## src/rtl/core/ffe_pkg.sv

```systemverilog
`timescale 1ns / 1ps

package ffe_pkg;

  // Geometry defaults
  localparam int unsigned DefColumns = 84;
  localparam int unsigned DefRows    = 7;

  // Frame framing characters
  localparam logic [7:0] CharStx = 8'h02;
  localparam logic [7:0] CharEtx = 8'h03;

  // Display address after reset
  localparam logic [7:0] AddrReset = 8'h11;

  // Command codes
  typedef enum logic [1:0] {
    KIND_PIXEL  = 2'd0,
    KIND_CLEAR  = 2'd1,
    KIND_INVERT = 2'd2,
    KIND_EMIT   = 2'd3
  } kind_e;

  // Frame progress: next byte position and byte sum since STX
  typedef struct packed {
    logic [7:0] pos;
    logic [7:0] sum;
  } frame_t;

  // One frame byte
  typedef struct packed {
    logic [7:0] data;
    logic       last;
  } frame_out_t;

  // Uppercase ASCII hex of one nibble of v
  function automatic logic [7:0] hex_of(logic [7:0] v, logic high);
    logic [3:0] nib;
    nib = high ? v[7:4] : v[3:0];
    if (nib < 4'd10) begin
      return 8'h30 + {4'd0, nib};
    end
    return 8'h37 + {4'd0, nib};
  endfunction

endpackage

```

## src/rtl/core/ffe_if.sv

```systemverilog
`timescale 1ns / 1ps

// Command channel
interface ffe_cmd_if;
  logic               valid;
  logic               ready;
  logic        [1:0]  kind;
  logic signed [15:0] x;
  logic signed [15:0] y;
  logic        [15:0] color;

  modport source (output valid, kind, x, y, color, input ready);
  modport sink   (input valid, kind, x, y, color, output ready);
endinterface

// Frame byte channel
interface ffe_byte_if;
  logic       valid;
  logic       ready;
  logic [7:0] out_byte;
  logic       last_of_frame;

  modport source (output valid, out_byte, last_of_frame, input ready);
  modport sink   (input valid, out_byte, last_of_frame, output ready);
endinterface

// Address register write channel
interface ffe_cfg_if;
  logic       valid;
  logic       ready;
  logic [7:0] display_address;

  modport source (output valid, display_address, input ready);
  modport sink   (input valid, display_address, output ready);
endinterface

```

## src/rtl/core/flipdot_frame_encoder.sv

```systemverilog
`timescale 1ns / 1ps

// Pixel draw: column read, then write back; the next command waits until the write back is done.
// Emit: the column is read into the RAM read register, then the byte is loaded into
//   the output register; the block waits in EMIT while the previous byte is not taken.
// Clear all and invert all sweep the dots one column per cycle through the dot RAM's
//   single read and single write port.
// Reset: address 0x11, frame at STX, then a clearing pass over every column
//   during which no command transaction is taken.
module flipdot_frame_encoder import ffe_pkg::*; #(
  parameter int unsigned COLUMNS = DefColumns,
  parameter int unsigned ROWS    = DefRows
) (
  input  logic              clk_i,
  input  logic              rst_ni,
  ffe_cmd_if.sink           cmd_i,
  ffe_cfg_if.sink           cfg_i,
  ffe_byte_if.source        byte_o
);

  localparam int unsigned Aw = (COLUMNS > 1) ? $clog2(COLUMNS) : 1;
  localparam int unsigned Cw = $clog2(COLUMNS + 1);
  localparam int unsigned Yw = (ROWS > 1) ? $clog2(ROWS) : 1;
  localparam logic [7:0] DataEnd  = 8'(5 + 2 * COLUMNS);
  localparam logic [7:0] FrameLen = 8'(8 + 2 * COLUMNS);

  typedef enum logic [2:0] {
    ST_CLEAR,   // sweep writing the fill value
    ST_INVERT,  // pipelined read / invert / write sweep
    ST_IDLE,
    ST_PIXEL,   // write back the modified column
    ST_EMIT     // column data back, wait for output slot
  } state_e;

  state_e          state_q, state_d;
  logic [Cw-1:0]   cnt_q, cnt_d;
  logic [ROWS-1:0] fill_q, fill_d;
  logic [Aw-1:0]   addr_q, addr_d;
  logic [Yw-1:0]   bit_q, bit_d;
  logic            lit_q, lit_d;
  logic            inv_wr_q, inv_wr_d;
  logic [7:0]      disp_addr_q;
  frame_t          frame_q, frame_d;
  logic            out_valid_q, out_valid_d;
  frame_out_t      out_q, out_d;

  // RAM ports
  logic            ram_we, ram_re;
  logic [Aw-1:0]   ram_waddr, ram_raddr;
  logic [ROWS-1:0] ram_wdata, ram_rdata;

  logic            cmd_acc;
  logic            lit;
  logic            on_screen;
  logic [7:0]      col_off;
  logic [Aw-1:0]   emit_col;
  logic [ROWS-1:0] pix_mask;
  logic            out_free;
  frame_t          frame_nxt;
  frame_out_t      frame_res;

  ffe_ram #(
    .Width (ROWS),
    .Depth (COLUMNS)
  ) u_dots (
    .clk_i   (clk_i),
    .we_i    (ram_we),
    .waddr_i (ram_waddr),
    .wdata_i (ram_wdata),
    .re_i    (ram_re),
    .raddr_i (ram_raddr),
    .rdata_o (ram_rdata)
  );

  ffe_framer #(
    .COLUMNS (COLUMNS),
    .ROWS    (ROWS)
  ) u_framer (
    .frame_i (frame_q),
    .addr_i  (disp_addr_q),
    .col_i   (ram_rdata),
    .frame_o (frame_nxt),
    .res_o   (frame_res)
  );

  // Commands only in IDLE; the output register decouples the byte channel.
  assign cmd_i.ready = (state_q == ST_IDLE);
  assign cmd_acc     = cmd_i.valid && cmd_i.ready;
  assign cfg_i.ready = 1'b1;

  assign byte_o.valid         = out_valid_q;
  assign byte_o.out_byte      = out_q.data;
  assign byte_o.last_of_frame = out_q.last;

  assign lit       = |cmd_i.color[7:0];
  assign on_screen = !cmd_i.x[15] && !cmd_i.y[15]
                     && ($unsigned(cmd_i.x) < 16'(COLUMNS))
                     && ($unsigned(cmd_i.y) < 16'(ROWS));

  // Column behind the current frame position; only meaningful in the data part
  assign col_off  = (frame_q.pos - 8'd5) >> 1;
  assign emit_col = (frame_q.pos >= 8'd5 && frame_q.pos < DataEnd) ? col_off[Aw-1:0]
                                                                     : '0;
  assign pix_mask = ROWS'(1) << bit_q;
  assign out_free = !out_valid_q || byte_o.ready;

  always_comb begin
    state_d     = state_q;
    cnt_d       = cnt_q;
    fill_d      = fill_q;
    addr_d      = addr_q;
    bit_d       = bit_q;
    lit_d       = lit_q;
    inv_wr_d    = 1'b0;
    frame_d     = frame_q;
    out_d       = out_q;
    out_valid_d = out_valid_q && !byte_o.ready;
    ram_we      = 1'b0;
    ram_waddr   = '0;
    ram_wdata   = '0;
    ram_re      = 1'b0;
    ram_raddr   = '0;

    case (state_q)
      ST_CLEAR: begin
        ram_we    = 1'b1;
        ram_waddr = cnt_q[Aw-1:0];
        ram_wdata = fill_q;
        cnt_d     = cnt_q + Cw'(1);
        if (cnt_q == Cw'(COLUMNS - 1)) begin
          state_d = ST_IDLE;
        end
      end
      ST_INVERT: begin
        // read column n while column n-1 is written back inverted
        if (cnt_q != Cw'(COLUMNS)) begin
          ram_re    = 1'b1;
          ram_raddr = cnt_q[Aw-1:0];
          cnt_d     = cnt_q + Cw'(1);
          inv_wr_d  = 1'b1;
          addr_d    = cnt_q[Aw-1:0];
        end
        if (inv_wr_q) begin
          ram_we    = 1'b1;
          ram_waddr = addr_q;
          ram_wdata = ~ram_rdata;
        end
        if (cnt_q == Cw'(COLUMNS) && !inv_wr_q) begin
          state_d = ST_IDLE;
        end
      end
      ST_IDLE: begin
        if (cmd_acc) begin
          case (kind_e'(cmd_i.kind))
            KIND_PIXEL: begin
              // off-screen draws are consumed without effect
              if (on_screen) begin
                ram_re    = 1'b1;
                ram_raddr = cmd_i.x[Aw-1:0];
                addr_d    = cmd_i.x[Aw-1:0];
                bit_d     = cmd_i.y[Yw-1:0];
                lit_d     = lit;
                state_d   = ST_PIXEL;
              end
            end
            KIND_CLEAR: begin
              fill_d  = lit ? '1 : '0;
              cnt_d   = '0;
              state_d = ST_CLEAR;
            end
            KIND_INVERT: begin
              cnt_d   = '0;
              state_d = ST_INVERT;
            end
            KIND_EMIT: begin
              ram_re    = 1'b1;
              ram_raddr = emit_col;
              state_d   = ST_EMIT;
            end
            default: begin
              state_d = ST_IDLE;
            end
          endcase
        end
      end
      ST_PIXEL: begin
        ram_we    = 1'b1;
        ram_waddr = addr_q;
        ram_wdata = lit_q ? (ram_rdata | pix_mask) : (ram_rdata & ~pix_mask);
        state_d   = ST_IDLE;
      end
      ST_EMIT: begin
        // RAM read data holds while we wait for the output slot
        if (out_free) begin
          out_d       = frame_res;
          out_valid_d = 1'b1;
          frame_d     = frame_nxt;
          state_d     = ST_IDLE;
        end
      end
      default: begin
        state_d = ST_IDLE;
      end
    endcase
  end

  always_ff @(posedge clk_i or negedge rst_ni) begin
    if (!rst_ni) begin
      state_q     <= ST_CLEAR;
      cnt_q       <= '0;
      fill_q      <= '0;
      inv_wr_q    <= 1'b0;
      disp_addr_q <= AddrReset;
      frame_q     <= '0;
      out_valid_q <= 1'b0;
    end else begin
      state_q     <= state_d;
      cnt_q       <= cnt_d;
      fill_q      <= fill_d;
      inv_wr_q    <= inv_wr_d;
      frame_q     <= frame_d;
      out_valid_q <= out_valid_d;
      if (cfg_i.valid && cfg_i.ready) begin
        disp_addr_q <= cfg_i.display_address;
      end
    end
  end

  // Payload registers
  always_ff @(posedge clk_i) begin
    addr_q <= addr_d;
    bit_q  <= bit_d;
    lit_q  <= lit_d;
    out_q  <= out_d;
  end

`ifndef SYNTH
  // Frame position never leaves the frame
  assert property (@(posedge clk_i) disable iff (!rst_ni)
    frame_q.pos < FrameLen)
    else $error("frame position out of range");

  // The checksum's low character is the last thing loaded, so the frame wrapped
  assert property (@(posedge clk_i) disable iff (!rst_ni)
    (state_q == ST_EMIT && out_free && frame_res.last) |=> (frame_q.pos == 8'd0))
    else $error("frame did not wrap after last byte");

  // RAM writes stay inside the column range
  assert property (@(posedge clk_i) disable iff (!rst_ni)
    ram_we |-> (ram_waddr < Aw'(COLUMNS - 1) || ram_waddr == Aw'(COLUMNS - 1)))
    else $error("dot RAM write beyond last column");

  // A pixel read is always followed by its write back
  assert property (@(posedge clk_i) disable iff (!rst_ni)
    (state_q == ST_PIXEL) |-> ram_we)
    else $error("pixel write back missing");
`endif

endmodule

```

## src/rtl/core/ffe_ram.sv

```systemverilog
`timescale 1ns / 1ps

// Simple dual-port RAM, one write and one registered read port
module ffe_ram #(
  parameter int unsigned Width = 8,
  parameter int unsigned Depth = 16,
  localparam int unsigned Aw = (Depth > 1) ? $clog2(Depth) : 1
) (
  input  logic             clk_i,
  input  logic             we_i,
  input  logic [Aw-1:0]    waddr_i,
  input  logic [Width-1:0] wdata_i,
  input  logic             re_i,
  input  logic [Aw-1:0]    raddr_i,
  output logic [Width-1:0] rdata_o
);

  logic [Width-1:0] mem_q [Depth];
  logic [Width-1:0] rdata_q;

  always_ff @(posedge clk_i) begin
    if (we_i) begin
      mem_q[waddr_i] <= wdata_i;
    end
    if (re_i) begin
      rdata_q <= mem_q[raddr_i];
    end
  end

  assign rdata_o = rdata_q;

endmodule

```

## src/rtl/core/ffe_framer.sv

```systemverilog
`timescale 1ns / 1ps

// Builds the frame byte at the current position and the next progress
module ffe_framer import ffe_pkg::*; #(
  parameter int unsigned COLUMNS = DefColumns,
  parameter int unsigned ROWS    = DefRows
) (
  input  frame_t          frame_i,
  input  logic [7:0]      addr_i,
  input  logic [ROWS-1:0] col_i,
  output frame_t          frame_o,
  output frame_out_t      res_o
);

  localparam logic [7:0] FrameLen = 8'(8 + 2 * COLUMNS);
  localparam logic [7:0] EtxPos   = 8'(5 + 2 * COLUMNS);
  localparam logic [7:0] CrcHiPos = 8'(6 + 2 * COLUMNS);
  localparam logic [7:0] ColCount = 8'(COLUMNS);

  logic [7:0] p;
  logic [7:0] crc;
  logic [7:0] col8;
  logic [7:0] data;
  logic       last;
  logic       summed;

  always_comb begin
    p      = (frame_i.pos >= FrameLen) ? 8'd0 : frame_i.pos;
    crc    = ~frame_i.sum + 8'd1;
    col8   = 8'(col_i);
    summed = 1'b1;
    last   = 1'b0;
    if (p == 8'd0) begin
      data   = CharStx;
      summed = 1'b0;
    end else if (p <= 8'd2) begin
      data = hex_of(addr_i, p == 8'd1);
    end else if (p <= 8'd4) begin
      data = hex_of(ColCount, p == 8'd3);
    end else if (p < EtxPos) begin
      // odd position carries the high nibble of the column
      data = hex_of(col8, p[0]);
    end else if (p == EtxPos) begin
      data = CharEtx;
    end else begin
      summed = 1'b0;
      data   = hex_of(crc, p == CrcHiPos);
      last   = (p != CrcHiPos);
    end

    if (p == 8'd0) begin
      frame_o.sum = 8'd0;
    end else if (summed) begin
      frame_o.sum = frame_i.sum + data;
    end else begin
      frame_o.sum = frame_i.sum;
    end
    frame_o.pos = last ? 8'd0 : p + 8'd1;
    res_o.data  = data;
    res_o.last  = last;
  end

endmodule

```

## src/flat_wrapper.sv

```systemverilog
// flat-port wrapper written by rule: the top's interface ports become plain ports
module flipdot_frame_encoder_flat import ffe_pkg::*;
#(
  parameter int unsigned COLUMNS = DefColumns,
  parameter int unsigned ROWS    = DefRows
)
  (clk_i, rst_ni, cmd_i_valid, cmd_i_kind, cmd_i_x, cmd_i_y, cmd_i_color, cmd_i_ready, cfg_i_valid, cfg_i_display_address, cfg_i_ready, byte_o_valid, byte_o_out_byte, byte_o_last_of_frame, byte_o_ready);
  ffe_cmd_if cmd_i_i ();
  ffe_cfg_if cfg_i_i ();
  ffe_byte_if byte_o_i ();
  input  logic clk_i;
  input  logic rst_ni;
  input wire logic [$bits(cmd_i_i.valid)-1:0] cmd_i_valid;
  input wire logic [$bits(cmd_i_i.kind)-1:0] cmd_i_kind;
  input wire logic [$bits(cmd_i_i.x)-1:0] cmd_i_x;
  input wire logic [$bits(cmd_i_i.y)-1:0] cmd_i_y;
  input wire logic [$bits(cmd_i_i.color)-1:0] cmd_i_color;
  output wire logic [$bits(cmd_i_i.ready)-1:0] cmd_i_ready;
  input wire logic [$bits(cfg_i_i.valid)-1:0] cfg_i_valid;
  input wire logic [$bits(cfg_i_i.display_address)-1:0] cfg_i_display_address;
  output wire logic [$bits(cfg_i_i.ready)-1:0] cfg_i_ready;
  output wire logic [$bits(byte_o_i.valid)-1:0] byte_o_valid;
  output wire logic [$bits(byte_o_i.out_byte)-1:0] byte_o_out_byte;
  output wire logic [$bits(byte_o_i.last_of_frame)-1:0] byte_o_last_of_frame;
  input wire logic [$bits(byte_o_i.ready)-1:0] byte_o_ready;
  assign cmd_i_i.valid = cmd_i_valid;
  assign cmd_i_i.kind = cmd_i_kind;
  assign cmd_i_i.x = cmd_i_x;
  assign cmd_i_i.y = cmd_i_y;
  assign cmd_i_i.color = cmd_i_color;
  assign cmd_i_ready = cmd_i_i.ready;
  assign cfg_i_i.valid = cfg_i_valid;
  assign cfg_i_i.display_address = cfg_i_display_address;
  assign cfg_i_ready = cfg_i_i.ready;
  assign byte_o_valid = byte_o_i.valid;
  assign byte_o_out_byte = byte_o_i.out_byte;
  assign byte_o_last_of_frame = byte_o_i.last_of_frame;
  assign byte_o_i.ready = byte_o_ready;
  flipdot_frame_encoder #(.COLUMNS(COLUMNS), .ROWS(ROWS)) u_core (.clk_i(clk_i), .rst_ni(rst_ni), .cmd_i(cmd_i_i), .cfg_i(cfg_i_i), .byte_o(byte_o_i));
endmodule
```

## config.mk

```make
export PLATFORM = sky130hd
export DESIGN_NAME = flipdot_frame_encoder_flat
export DESIGN_NICKNAME = d
export VERILOG_FILES = /design/src/rtl/core/ffe_pkg.sv /design/src/rtl/core/ffe_if.sv /design/src/rtl/core/flipdot_frame_encoder.sv /design/src/rtl/core/ffe_ram.sv /design/src/rtl/core/ffe_framer.sv /design/src/flat_wrapper.sv
export SDC_FILE = /design/constraint.sdc
export NUM_CORES = 1
export LEC_CHECK = 0
export BUFFER_PORTS_ARGS = -buffer_cell sky130_fd_sc_hd__buf_2
export CAP_MARGIN = 0
export CELL_PAD_IN_SITES_DETAIL_PLACEMENT = 1
export CELL_PAD_IN_SITES_GLOBAL_PLACEMENT = 1
export CORE_ASPECT_RATIO = 0.8
export CORE_MARGIN = 10
export CORE_UTILIZATION = 46
export CTS_CLUSTER_SIZE = 40
export DETAILED_ROUTE_END_ITERATION = 6
export GPL_TIMING_DRIVEN = 0
export PLACE_DENSITY_LB_ADDON = 0.1
export SLEW_MARGIN = 20
export SYNTH_ARGS = -nofsm -noshare
export SYNTH_HDL_FRONTEND = slang
export SYNTH_SLANG_ARGS = --single-unit
export TNS_END_PERCENT = 10
```

## constraint.sdc

```tcl
create_clock -name clk_i -period 4.7 [get_ports clk_i]
set_clock_uncertainty 0.2 [all_clocks]
set_input_delay 0.94 -clock clk_i [delete_from_list [all_inputs] [get_ports clk_i]]
set_output_delay 0.94 -clock clk_i [all_outputs]
set_load 0.03 [all_outputs]
```

==> results of run 1 <==
==> critical path, stage by stage, from the launching register on <==
cell,delay (ns)
dfrtp_2,0.48
inv_1,0.15
ha_2,0.26
nand2b_1,0.11
a2111o_1,0.48
nand3_2,0.19
o211ai_4,0.17
buf_4,0.26
nor2_1,0.75
a32oi_1,0.13
nand4_1,0.45
nand4_1,0.47
o211ai_1,0.25
nand4_1,0.15
==> Yosys cell counts (9+ instances only) <==
cell type | count | area [um^2]
a22o_1 | 9 | 78.8
nor4_1 | 11 | 68.8
ha_1 | 24 | 300
nand3_1 | 229 | 1150
dfrtp_1 | 35 | 876
mux2i_1 | 79 | 791
a32oi_1 | 15 | 131
xnor2_1 | 15 | 131
nor3_1 | 25 | 125
edfxtp_1 | 614 | 18400
buf_2 | 74 | 370
a31oi_1 | 28 | 175
o22ai_1 | 9 | 56.3
nand2b_1 | 10 | 62.6
xor2_1 | 9 | 78.8
a22oi_1 | 10 | 75.1
nand4_1 | 27 | 169
mux2_2 | 12 | 135
nor2_1 | 150 | 563
a2111oi_0 | 12 | 105
inv_1 | 20 | 75.1
and3_1 | 22 | 138
clkbuf_1 | 38 | 143
o21ai_0 | 46 | 230
a21oi_1 | 55 | 275
o211ai_1 | 9 | 67.6
and2_1 | 11 | 68.8
nand2_1 | 561 | 2110
==> what timing repair did <==
action / 4_1_cts / 5_1_grt
hold buffers: 0 / 0
pin swaps: 11 / 14
resized for setup: 181 / 43
setup endpoints to repair: 14 / 11
buffers inserted: 5 / 7
==> stage by stage <==
step | utilization | TNS (ns) | setup WS (ns)
after floorplan | - | 0 | 0.173
after global placement | 0.486 | -1795.29 | -3.30
after detailed placement | 0.498 | -15.34 | -1.81
after CTS | 0.544 | 0 | 0.000906
after global routing | 0.548 | -0.271 | -0.0930
final | 0.548 | -0.161 | -0.102
==> routing by layer <==
metal / global-route usage / part of all wire
met4: 0.137 / 0.045
met1: 0.470 / 0.41
met2: 0.458 / 0.41
met3: 0.0951 / 0.13
met5: 0 / 0
==> cell type report <==
class	instances	area, um^2	share of cell area
diodes	2	5.00	0.000149
multi-input cells	1519	8830	0.264
inverters	20	75.1	0.00224
repair buffers	97	981	0.0293
plain buffers	129	967	0.0289
clock inverters	28	298	0.00889
clock buffers	97	1920	0.0572
well taps	830	1040	0.0310
flip-flops and latches	651	19400	0.579
==> power by group through the flow <==
stage               registers, W  logic, W  clock network [W]
detailed placement       0.00817   0.00589                  0
finish                   0.00808   0.00643            0.00559
global placement         0.00864   0.00475                  0
floorplan                0.00833   0.00266                  0
global route             0.00810   0.00664            0.00582
CTS                      0.00806   0.00611            0.00557
==> sequential cells by signal, summed over array words and instances (netlist names) <==
register / count
u_core.inv_wr_q: 1
u_core.frame_q: 16
u_core.u_dots.mem_q: 588
u_core.addr_q: 7
u_core.byte_o.last_of_frame: 1
u_core.u_dots.rdata_o: 7
u_core.cnt_q: 7
u_core.byte_o.valid: 1
u_core.fill_q: 1
u_core.lit_q: 1
u_core.bit_q: 3
u_core.state_q: 3
u_core.disp_addr_q: 8
u_core.byte_o.out_byte: 7
==> worst max-delay path by stage <==
stage                                              start                                    to  slack [ns]  cells after the start
final                      u_core.frame_q[8]$_DFFE_PN0P_    u_core.u_dots.rdata_o[2]$_DFFE_PP_       -0.10                     13
after global routing                       cmd_i_kind[0]    u_core.u_dots.rdata_o[2]$_DFFE_PP_       -0.09                     16
after CTS                 u_core.frame_q[11]$_DFFE_PN0P_    u_core.u_dots.rdata_o[6]$_DFFE_PP_      0.0009                     12
after detailed placement                   cmd_i_kind[0]    u_core.u_dots.rdata_o[1]$_DFFE_PP_       -1.81                     15
after global placement     u_core.state_q[1]$_DFFE_PN0P_  u_core.u_dots.mem_q[10][2]$_DFFE_PP_       -3.30                      3
after floorplan           u_core.frame_q[12]$_DFFE_PN0P_         u_core.frame_q[7]$_DFFE_PN0P_        0.17                     19
==> logic make-up (layout without fill, tap and decap cells) <==
logic type	after synthesis	count (layout)	synth area share
and+or+nand+nor	1093	1093	0.169
muxes	91	91	0.0326
adders and majority gates	25	25	0.0113
xor gates and xnor gates	24	24	0.00741
DFF	651	651	0.683
buffers and inverters	152	371	0.0261
other	2	4	0.000265
AOI/OAI and AO/OA	284	284	0.0702
==> results.cfg, run 1 <==
[outcome]
status = finished, violations left
violations = negative setup slack

[layout]
final_cell_mix = edfxtp_1, nand2_1, nand3_1, nor2_1, buf_2
drive_gt1_frac = 0.157
mostFrequentLayoutCell = edfxtp_1
final_cell_area_mm2 = 0.0335
layout.nets = 2576
layout.cells.non_filler = 3373
syn_to_final_growth_pct = 18.0
fillCellCount = 6181

[power_and_ir_drop]
p_per_area_mw_per_mm2 = 600
comb_power_share = 0.320
p_int_w = 0.0130
p_sw_frac = 0.354
leakagePower_nw = 12.0
p_switching_w = 0.00711
sequentialPowerShare = 0.402
ir_drop_mv = 0.355
total_power_w = 0.0201
pwr-share-clk = 0.278

[sta]
setup_ws_ns = -0.102
relSlewSlack = 0.132
setup_viol = 3
finalCritPeriodShare = 1.02
hold_viol_final = 0
slew_violations = 0
hold_ws_ns = 0.252
rsz0062_at_grt = true
max_freq_ghz = 0.208
fin_crit_ns = 4.80
tightestPinTransition_ns = 1.30

[placed_design]
gp_congestion = 0.987
port_buffers = 62
placed_cell_area_mm2 = 0.0304
place_hpwl_um = 83100
place_inst = 3237

[detailed_routing]
via_per_inst = 6.56
dr.pass1.iters = 5
drc = 0
drt_iter0_markers = 3551
ant_nets = 0
wl_um = 121000
post_drt_wl_per_cell_um = 35.9
vias = 22100

[setup_path]
cp_data_arrival_time_ns = 4.94
start_kind = register
critical_path_class = reg2reg
reg2regPathDepth = 13
rr_startpoint = u_core.frame_q[8]$_DFFE_PN0P_
endpoint_kind = register
worstPathRequired_ns = 4.84
rr_endpoint = u_core.u_dots.rdata_o[2]$_DFFE_PP_
r2r_slack_ns = -0.10
cp_max_fo = 10

[yosys]
ys.flop_type = edfxtp_1
yosysSeqAreaShare = 0.683
synth-edff-count = 614
syn_area_per_cell_um2 = 12.2
yosysWarnings = 0
synth_cell_types = 81
ys_seq_elements = 651
syn_inst = 2322
syn_nets = 2410
syn_area_mm2 = 0.0284
synthArstFlopShare = 0.0568

[clock_network]
clock_sinks = 651
cts-root-buf = clkbuf_16
h-tree-depth = 3
path_clk_slew_ns = 0.07
cts_tree = done
clockBufferDepth = 3
clkLatencyLatePin_ns = 0.64
cts_buffers = 70

[run]
max-cap-violations = 0

[grt]
grt_max_degree = 38
grt_pass1_vias = 21700
grt_usage = 0.328
antenna_found_initial = 2
globalRoute.totalOverflow = 0
grt_pass1_wl_um = 168000

[floorplan]
start_util = 0.464
ios = 75
core_area_mm2 = 0.0611
fp.dieW_um = 298
dieHeight_um = 242
fp-row-count = 81
die-area_mm2 = 0.0721

[hold_path]
hp-class = in2async
Power figures use the tool's default switching activity.
==> run 2, diff against run 1 <==
Settings changed: CORE_UTILIZATION 46 to 51, MAX_ROUTING_LAYER set to met4, SLEW_MARGIN 20 to 25.
Clock period 4.7 ns to 4.5 ns, I/O delays scaled along.
==> run 2 against run 1 <==
Net effect:
- the flow still finishes with violations (negative setup slack)
- worst hold slack got worse by 0.19 ns
- fmax increased by 3.4%
- first-iteration DRC count decreased by 7.0%
- sequential power increased by 4.5%
- via count increased by 1.7%
- clock power decreased by 3%
- register-to-register slack got worse by 0.04 ns
- count of clock-buffer cells in the layout decreased by 16
- non-clock buffer count increased by 24
- cell area increased by 1.4%
- largest power group unchanged
==> results.cfg, run 2 (synthesis gave the netlist of run 1 again) <==
[layout]
layout.nets = 2597
drive_gt1_frac = 0.191
fillCellCount = 5413
syn_to_final_growth_pct = 19.7
final_cell_area_mm2 = 0.0340
largest_register = u_core.u_dots.mem_q
largest_reg_flops = 588
post-route-util = 0.616
reg.largest.list = u_core.u_dots.mem_q x588, u_core.frame_q x16, u_core.disp_addr_q x8
mostFrequentLayoutCell = edfxtp_1
final_cell_mix = edfxtp_1, nand2_1, nand3_1, nor2_1, buf_4

[power_and_ir_drop]
pwr-share-clk = 0.256
sequentialPowerShare = 0.401
comb_power_share = 0.342
total_power_w = 0.0210
p_switching_w = 0.00768
leakagePower_nw = 12.1
p_int_w = 0.0134
p_per_area_mw_per_mm2 = 620
p_sw_frac = 0.365
ir_drop_mv = 0.420

[setup_path]
endpoint_kind = register
worstPathRequired_ns = 4.80
critical_path_class = reg2reg
cp_data_arrival_time_ns = 4.95
cp_max_fo = 8
start_kind = register

[floorplan]
dieHeight_um = 231
core_area_mm2 = 0.0551
fp-row-count = 77
die-area_mm2 = 0.0655
start_util = 0.515
fp.dieW_um = 284
ios = 75

[sta]
relSlewSlack = 0.0390
max_freq_ghz = 0.215
hold_ws_ns = 0.0581
finalCritPeriodShare = 1.03
setup_viol = 65
slew_violations = 0
fin_crit_ns = 4.65
hold_viol_final = 0
tightestPinTransition_ns = 1.44
setup_ws_ns = -0.145
rsz0062_at_grt = true

[clock_network]
clkLatencyLatePin_ns = 0.63
h-tree-depth = 3
clock_sinks = 651
cts_tree = done
clockBufferDepth = 3
cts-root-buf = clkbuf_16
cts_buffers = 67
path_clk_slew_ns = 0.06

[placed_design]
port_buffers = 62
gp_congestion = 1.05
dp_slack_ns = -1.92
place_hpwl_um = 83200
placed_cell_area_mm2 = 0.0303

[grt]
grt_pass1_wl_um = 166000
antenna_found_initial = 7
grt_usage = 0.369
globalRoute.totalOverflow = 0
grt_max_degree = 38
grt_pass1_vias = 22200

[hold_path]
hp-class = in2async

[detailed_routing]
drc = 0
dr.pass1.iters = 6
via_per_inst = 6.78
drt_iter0_markers = 3304
vias = 22500
wl_um = 121000
post_drt_wl_per_cell_um = 36.4
ant_nets = 0

[run]
max-cap-violations = 0

[outcome]
status = finished, violations left
violations = negative setup slack
## run 2: cell count changes in the layout (fill, tap and decap cells not counted), sizes merged
cell	change
buf	+30
bufinv	-5
clkbuf	-22
clkinv	+11
clkinvlp	+5
diode	+5
## run 2: final cells by class
| class | count | area, um^2 | share of cell area |
|---|---|---|---|
| clock buffers | 81 | 1780 | 0.0525 |
| multi-input cells | 1519 | 9170 | 0.270 |
| well taps | 750 | 938 | 0.0276 |
| diodes | 7 | 17.5 | 0.000516 |
| clock inverters | 39 | 267 | 0.00785 |
| flip-flops and latches | 651 | 19400 | 0.570 |
| repair buffers | 124 | 1180 | 0.0349 |
| inverters | 20 | 75.1 | 0.00221 |
| plain buffers | 126 | 1150 | 0.0340 |
## run 2: stage by stage
step | cells | TNS [ns]
6_report | 3317 | -3.77
5_1_grt | 3314 | -2.41
3_5_place_dp | 3156 | -14.64
4_1_cts | 3289 | -0.143
3_3_place_gp | 3134 | -1932.49
2_1_floorplan | 2322 | 0
## run 2: critical path, stage by stage, from the launching register on
cell      delay [ns]
dfrtp_1         0.37
buf_6           0.14
or4bb_4         0.55
a211oi_4        0.38
nand2_4         0.21
mux2i_4         0.26
a21o_1          0.21
xnor2_1         0.15
a21oi_1         0.20
a21oi_2         0.07
a21oi_2         0.24
ha_2            0.22
inv_1           0.05
fa_2            0.35
nor2b_1         0.16
o21ai_0         0.10
nand2b_1        0.11
a21o_1          0.14
a21oi_2         0.07
xnor2_1         0.13
a22o_1          0.17
## run 2: power groups by stage
stage                     combinational (W)  clock (W)  sequential [W]
final                               0.00720    0.00540         0.00844
after global routing                0.00738    0.00558         0.00846
after CTS                           0.00651    0.00535         0.00842
after detailed placement            0.00618          0         0.00853
after global placement              0.00491          0         0.00896
after floorplan                     0.00278          0         0.00870
## run 2: final timing paths
path	startpoint	to	slack, ns	cells past startpoint
max	u_core.frame_q[12]$_DFFE_PN0P_	u_core.frame_q[6]$_DFFE_PN0P_	-0.15	20
min	rst_ni	u_core.cnt_q[4]$_DFFE_PN0P_	0.06	1
max reg2reg	u_core.frame_q[12]$_DFFE_PN0P_	u_core.frame_q[6]$_DFFE_PN0P_	-0.15	20
min reg2reg	u_core.fill_q[5]$_DFFE_PN0P_	u_core.fill_q[5]$_DFFE_PN0P_	0.31	1
max in group asynchronous	rst_ni	u_core.frame_q[13]$_DFFE_PN0P_	3.59	1
min in group clk_i	cmd_i_y[0]	u_core.bit_q[0]$_DFFE_PP_	0.26	1
## run 2: what timing repair did
action | 4_1_cts | 5_1_grt
pin swaps | 22 | 43
hold buffers | 0 | 0
endpoints found under the setup margin | 14 | 339
buffers inserted | 16 | 25
gates resized for setup | 216 | 140
## run 2: per-layer routing
metal	global-route usage	vias to the layer above	wire length (um)
li1	-	8986	-
met1	0.488	11500	46500
met2	0.508	1728	50800
met3	0.126	330	17600
met4	0.167	0	5660
met5	-	-	0
